File: src/design/i2cm_pkg.sv
// Package for the I2C master transfer sequencer: request/response payload
// types, phase and completion codes, status bit positions.
// No dependencies.
package i2cm_pkg;

  localparam int unsigned MAX_TRANSFER      = 8192;
  localparam int unsigned MAX_SUBADDR_BYTES = 2;

  localparam logic [13:0] MaxTransferW = 14'(MAX_TRANSFER);
  localparam logic [1:0]  MaxSubaddrW  = 2'(MAX_SUBADDR_BYTES);

  // status_bits positions
  localparam int unsigned StBed  = 0;  // bus error
  localparam int unsigned StSsd  = 1;  // stop seen
  localparam int unsigned StAld  = 2;  // arbitration lost
  localparam int unsigned StIrf  = 3;  // receive full
  localparam int unsigned StNak  = 4;
  localparam int unsigned StIdle = 5;  // lines idle
  localparam int unsigned StUb   = 6;  // unit busy
  localparam int unsigned StIbb  = 7;  // bus busy

  typedef enum logic [1:0] {
    REQ_START = 2'd0,
    REQ_EVENT = 2'd1,
    REQ_STOP  = 2'd2
  } req_e;

  typedef enum logic [2:0] {
    PH_IDLE    = 3'd0,
    PH_DONE    = 3'd1,
    PH_FAILED  = 3'd2,
    PH_ADDRESS = 3'd3,
    PH_SUBADDR = 3'd4,
    PH_READ    = 3'd5,
    PH_WRITE   = 3'd6,
    PH_HALTING = 3'd7
  } phase_e;

  typedef enum logic [2:0] {
    CC_BUSY    = 3'd0,
    CC_OK      = 3'd1,
    CC_ARB     = 3'd2,
    CC_BUS_ERR = 3'd3,
    CC_ABORTED = 3'd4,
    CC_OTHER   = 3'd5
  } cc_e;

  // sequencer state machine, one-hot
  typedef enum logic [7:0] {
    S_IDLE    = 8'b0000_0001,
    S_DONE    = 8'b0000_0010,
    S_FAILED  = 8'b0000_0100,
    S_ADDRESS = 8'b0000_1000,
    S_SUBADDR = 8'b0001_0000,
    S_READ    = 8'b0010_0000,
    S_WRITE   = 8'b0100_0000,
    S_HALTING = 8'b1000_0000
  } state_e;

  typedef struct packed {
    logic [1:0]  req_type;
    logic [6:0]  device_address;
    logic        read_not_write;
    logic [1:0]  subaddress_bytes;
    logic [15:0] subaddress;
    logic [13:0] byte_count;
    logic [7:0]  next_tx_byte;
    logic [7:0]  received_byte;
    logic [7:0]  status_bits;
  } req_t;

  typedef struct packed {
    logic [2:0] phase;
    logic [7:0] data_out;
    logic       data_load;
    logic       send_start;
    logic       send_stop;
    logic       send_nak;
    logic       transfer_byte;
    logic       master_abort;
    logic [7:0] rx_data;
    logic       rx_valid;
    logic [2:0] completion_code;
  } rsp_t;

  typedef struct packed {
    state_e      phase;
    logic [6:0]  target;
    logic        reading;
    logic [4:0]  sa_bits_left;
    logic [15:0] offset;
    logic [13:0] bytes_left;
  } seq_state_t;

  function automatic phase_e phase_code(state_e s);
    phase_e p;
    unique case (s)
      S_IDLE:    p = PH_IDLE;
      S_DONE:    p = PH_DONE;
      S_FAILED:  p = PH_FAILED;
      S_ADDRESS: p = PH_ADDRESS;
      S_SUBADDR: p = PH_SUBADDR;
      S_READ:    p = PH_READ;
      S_WRITE:   p = PH_WRITE;
      S_HALTING: p = PH_HALTING;
      default:   p = PH_IDLE;
    endcase
    return p;
  endfunction

endpackage

File: src/design/i2cm_step.sv
// Next-state and byte-unit command logic for one request.
// Purely combinational; depends on i2cm_pkg.
module i2cm_step import i2cm_pkg::*; (
  input  seq_state_t state_i,
  input  req_t       req_i,
  output seq_state_t state_o,
  output rsp_t       rsp_o
);

  seq_state_t nxt;
  rsp_t       rsp;
  logic [7:0]  st;
  logic [13:0] n_sat;
  logic [1:0]  sa_sat;
  logic [13:0] bl;
  logic [4:0]  sa_left;
  logic        go_write;
  logic        go_read;
  logic        busy_after;
  state_e      judged;

  assign st = req_i.status_bits;

  always_comb begin
    nxt      = state_i;
    rsp      = '0;
    go_write = 1'b0;
    go_read  = 1'b0;
    bl       = state_i.bytes_left;
    sa_left  = state_i.sa_bits_left - 5'd8;
    n_sat    = (req_i.byte_count > MaxTransferW) ? MaxTransferW : req_i.byte_count;
    sa_sat   = (req_i.subaddress_bytes > MaxSubaddrW) ? MaxSubaddrW : req_i.subaddress_bytes;

    case (req_i.req_type)
      REQ_START: begin
        nxt.target       = req_i.device_address;
        nxt.reading      = req_i.read_not_write;
        nxt.offset       = req_i.subaddress;
        nxt.bytes_left   = n_sat;
        nxt.sa_bits_left = {sa_sat, 3'b000};
        if (n_sat == '0) begin
          nxt.phase = S_DONE;
        end else begin
          // subaddressed reads start as a write, readdress comes later
          if (sa_sat != '0) begin
            nxt.phase    = S_SUBADDR;
            rsp.data_out = {req_i.device_address, 1'b0};
          end else begin
            nxt.phase    = S_ADDRESS;
            rsp.data_out = {req_i.device_address, req_i.read_not_write};
          end
          rsp.data_load     = 1'b1;
          rsp.send_start    = 1'b1;
          rsp.transfer_byte = 1'b1;
        end
      end
      REQ_EVENT: begin
        if (st[StBed] || st[StSsd]) begin
          nxt.phase = S_FAILED;
        end else begin
          unique case (state_i.phase)
            S_HALTING: nxt.phase = S_IDLE;
            S_SUBADDR: begin
              if (state_i.sa_bits_left >= 5'd8) begin
                nxt.sa_bits_left  = sa_left;
                rsp.data_out      = 8'(state_i.offset >> sa_left[3:0]);
                rsp.data_load     = 1'b1;
                rsp.transfer_byte = 1'b1;
              end else begin
                nxt.sa_bits_left = '0;
                if (state_i.reading) begin
                  rsp.data_out      = {state_i.target, 1'b1};
                  rsp.data_load     = 1'b1;
                  rsp.send_start    = 1'b1;
                  rsp.transfer_byte = 1'b1;
                  nxt.phase         = S_ADDRESS;
                end else begin
                  go_write = 1'b1;
                end
              end
            end
            S_ADDRESS: begin
              go_read  = state_i.reading;
              go_write = !state_i.reading;
            end
            S_READ: begin
              if (st[StIrf]) begin
                if (bl != '0) bl = bl - 14'd1;
                rsp.rx_data  = req_i.received_byte;
                rsp.rx_valid = 1'b1;
              end
              nxt.bytes_left = bl;
              if (bl == '0 || st[StNak] || st[StIdle]) nxt.phase = S_DONE;
              else go_read = 1'b1;
            end
            S_WRITE: begin
              if (bl == '0 || st[StNak]) nxt.phase = S_DONE;
              else go_write = 1'b1;
            end
            default: ;
          endcase
        end
      end
      REQ_STOP: begin
        if (state_i.phase != S_DONE && state_i.phase != S_IDLE) begin
          if (!st[StUb]) begin
            nxt.phase = S_IDLE;
          end else if (!st[StIbb] && state_i.phase != S_HALTING) begin
            nxt.phase        = S_HALTING;
            rsp.master_abort = 1'b1;
          end
        end
      end
      default: ;
    endcase

    if (go_read) begin
      if (bl == '0) begin
        nxt.phase = S_DONE;
      end else begin
        nxt.phase         = S_READ;
        rsp.transfer_byte = 1'b1;
        if (bl == 14'd1) begin
          rsp.send_stop = 1'b1;
          rsp.send_nak  = 1'b1;
        end
      end
    end
    if (go_write) begin
      if (bl == '0) begin
        nxt.phase = S_DONE;
      end else begin
        nxt.phase         = S_WRITE;
        rsp.data_out      = req_i.next_tx_byte;
        rsp.data_load     = 1'b1;
        rsp.transfer_byte = 1'b1;
        rsp.send_stop     = (bl == 14'd1);
        nxt.bytes_left    = bl - 14'd1;
      end
    end

    // a stop request reports on the phase it found
    busy_after = nxt.phase == S_ADDRESS || nxt.phase == S_SUBADDR ||
                 nxt.phase == S_READ || nxt.phase == S_WRITE ||
                 nxt.phase == S_HALTING;
    judged = (req_i.req_type == REQ_STOP) ? state_i.phase : nxt.phase;
    if (req_i.req_type != REQ_STOP && busy_after) begin
      rsp.completion_code = CC_BUSY;
    end else if (judged == S_DONE && !st[StAld] && !st[StBed]) begin
      rsp.completion_code = CC_OK;
    end else if (st[StAld]) begin
      rsp.completion_code = CC_ARB;
    end else if (st[StBed]) begin
      rsp.completion_code = CC_BUS_ERR;
    end else if (st[StSsd]) begin
      rsp.completion_code = CC_ABORTED;
    end else begin
      rsp.completion_code = CC_OTHER;
    end

    rsp.phase = phase_code(nxt.phase);
  end

  assign state_o = nxt;
  assign rsp_o   = rsp;

endmodule
File: config.mk
export PLATFORM = sky130hd
export DESIGN_NAME = i2cm_step
export DESIGN_NICKNAME = d
export VERILOG_FILES = /design/src/design/i2cm_pkg.sv /design/src/design/i2cm_step.sv
export SDC_FILE = /design/constraint.sdc
export NUM_CORES = 1
export LEC_CHECK = 0
export BUFFER_PORTS_ARGS = -buffer_cell sky130_fd_sc_hd__buf_2
export CAP_MARGIN = 20
export CORE_ASPECT_RATIO = 1.5
export CORE_MARGIN = 3
export CORE_UTILIZATION = 49
export DETAILED_ROUTE_END_ITERATION = 10
export PLACE_DENSITY_LB_ADDON = 0.08
export SLEW_MARGIN = 5
export SYNTH_ARGS = -nofsm -noshare
export SYNTH_HDL_FRONTEND = slang
export SYNTH_SLANG_ARGS = --single-unit
File: constraint.sdc
create_clock -name vclk -period 3.79
set_input_delay 0 -clock vclk [all_inputs]
set_output_delay 0 -clock vclk [all_outputs]
set_load 0.02 [all_outputs]
==> run metrics <==
initial antenna violation count 0; Final Max Slew Viols 0; Peak VDD IR 90.8 uV; # DRC 0; DRT iter0 DRCs ~530; io pins slightly below 200; maximum number of pins on one net before global-route repair 33; Syn Nets 775; GRT Overall Usage 36.6%; vias in the first global route 5,744; row count 39; NetSw around 0.00038 W; synthesis-to-layout area growth 29.6%; Leak 2.44 nW; post-synth cell types 85; Seq cells 0; post-DP HPWL 14.5 mm; die area 0.00939 mm2; ratio of cells with drive above 1 in the final layout 33.7%; core area 0.00781 mm2; post-synthesis cell count 653; register area 0 um2; total grt overflow 0; Syn Area/Cell 6.19 um2; max-capacitance violation count 0; Net Sw Frac between 60 and 70%; buffers added on ports 197; CLK BUF 0; met1 Resource Use GR a little under two fifths; Setup-failing EPs final 0; GRT Max-Usage Layer met2; Worst Path Arrival approximately 3.6 ns; worst path required time 3.79 ns; Area after DPL 0.00514 mm2; Worst Tran Pin Value 0.698 ns; mapped cell area 0.00404 mm2; Seq/Total Area, Yosys 0%; outcome complete, no violations; CP endpoint kind output port; Worst setup SP type input pin; worst-path fanout max 11; first-pass iteration count of the detailed router 7; initial core utilization 51.7%; Final Routed Wirelength 18.1 mm; Hold Slack about 0.28 ns; grt met2 use about 70%; final period utilization 94.4%; PD cells 115 mW/mm2; met3 layer usage reported by global route 3.06%; fill cell count between 700 and 800; Final Hold Fails 0; final-stage net count 953; Pint about 0.00023 W; clock power share 0%; area of the multi-input gates roughly 0.0038 mm2; post-route ant nets 0; warnings from Yosys 0; total number of vias 6,124; RD Place Congestion roughly 1.1; post-DR vias/cell between 6 and 7; ant diodes 0; max_slew headroom 53.4%; worst min path class input pin to output port; WS Path Type input pin to output port; post-route minimum period 3.58 ns; Final Cell Area 0.00524 mm2; Post-CTS Hold Buffers 0; WL/cell about 20 um; max frequency between 200 and 300 MHz; Die Width 80.1 um; Die Height ~120 um; first-pass GRT wire length 27.7 mm; sequential power share 0%; Comb pwr share 100.0%; Post-Route Setup TNS 0 ns
cell families after synthesis:
| family | count (synthesis) | share of synthesized area [%] |
|---|---|---|
| AND/OR/NAND/NOR | 344 | 46.4 |
| AO/OA/AOI/OAI | 183 | 30.6 |
| XOR/XNOR | 26 | 5.64 |
| adder cells (fa/ha/maj) | 5 | 1.55 |
| multiplexers | 25 | 8.52 |
| buffers and inverters | 70 | 7.28 |
synth_stat cells, drive strengths merged (4+ instances only):
cell    count  area [um2]
o21a        4        30.0
nor4b       9         113
inv        19        71.3
o211ai      5        37.5
a21o       13        97.6
o31a        4        35.0
or2         5        31.3
nor2b       9        56.3
mux4        7         158
a211oi      8        60.1
or3         7        43.8
a22oi      11        87.6
nand4b      4        35.0
nor2       61         239
and3        9        56.3
clkbuf     34         129
nand4      12         100
nand3      27         140
nor4       19         155
a222oi      5        50.1
mux2        5        56.3
xor2       12         105
mux2i      13         130
nand2     117         439
a21boi      5        37.5
or4         4        37.5
o31ai       4        35.0
ha          5        62.6
buf        16        90.1
a21oi      38         205
nand2b      5        31.3
xnor2      14         123
o22ai       5        31.3
and2       15        93.8
a31oi      11        68.8
nor3       28         161
o21ai      46         241
cell type report:
| type | instances | area share, % |
|---|---|---|
| Multi-Input combinational cell | 583 | 72.9 |
| Timing Repair Buffer | 226 | 23.2 |
| Tap cell | 102 | 2.44 |
| Inverter | 20 | 1.43 |
metal layers:
layer | routed length, um | share of wire [%]
met5 | 0 | 0
met4 | 1420 | 7.8
met3 | 1370 | 7.6
met2 | 9250 | 51
met1 | 6090 | 34
placed cells by master, fill, tap and decap left out, types with 7 or more instances in the layout:
| cell | instances |
|---|---|
| a211oi_1 | 8 |
| a21o_1 | 13 |
| a21oi_1 | 35 |
| a22oi_1 | 10 |
| a31oi_1 | 11 |
| and2_1 | 15 |
| and3_1 | 8 |
| buf_2 | 197 |
| buf_4 | 28 |
| inv_1 | 18 |
| mux2i_1 | 13 |
| mux4_2 | 7 |
| nand2_1 | 117 |
| nand3_1 | 26 |
| nand4_1 | 8 |
| nor2_1 | 58 |
| nor2b_1 | 9 |
| nor3_1 | 25 |
| nor4_1 | 16 |
| o21ai_0 | 43 |
| or3_1 | 7 |
| xnor2_1 | 14 |
| xor2_1 | 11 |
power groups by stage:
| stage | clock network (W) | logic, W | registers, W |
|---|---|---|---|
| 6_report | 0 | 0.000604 | 0 |
| 5_1_grt | 0 | 0.000651 | 0 |
| 4_1_cts | 0 | 0.000586 | 0 |
| 3_5_place_dp | 0 | 0.000584 | 0 |
| 3_3_place_gp | 0 | 0.000577 | 0 |
| 2_1_floorplan | 0 | 0.000366 | 0 |
critical path, stage by stage:
cell and delay [ns]:
buf_2 0.19, inv_1 0.13, ha_4 0.19, nor4b_4 0.49, nand4_4 0.20, o21a_1 0.26, nor4_4 0.37, nand4_4 0.18
or4b_4 0.59, nand2b_1 0.16, a211oi_1 0.09, o21ai_1 0.16, a22oi_2 0.10, a311oi_2 0.25, buf_2 0.19
final timing paths:
kind                       start        to  slack (ns)  depth (start not counted)
worst max-delay path  state_i[0]  rsp_o[0]        0.21                         15
worst min-delay path    req_i[2]  rsp_o[0]        0.28                          3
what timing repair did:
action,4_1_cts,5_1_grt
setup endpoints to repair,0,6
resized for setup,0,13
buffers inserted,0,3
stage by stage:
stage / total power (W) / utilization (%) / setup WS (ns) / instances
2_1_floorplan: 0.000366 / - / 0.264 / 653
3_3_place_gp: 0.000577 / 65.9 / 0.233 / 928
3_5_place_dp: 0.000584 / 65.9 / 0.0977 / 928
4_1_cts: 0.000586 / 65.9 / 0.0867 / 928
5_1_grt: 0.000651 / 67.1 / -0.000508 / 931
6_report: 0.000604 / 67.1 / 0.212 / 931
Power figures use the tool's default switching activity.
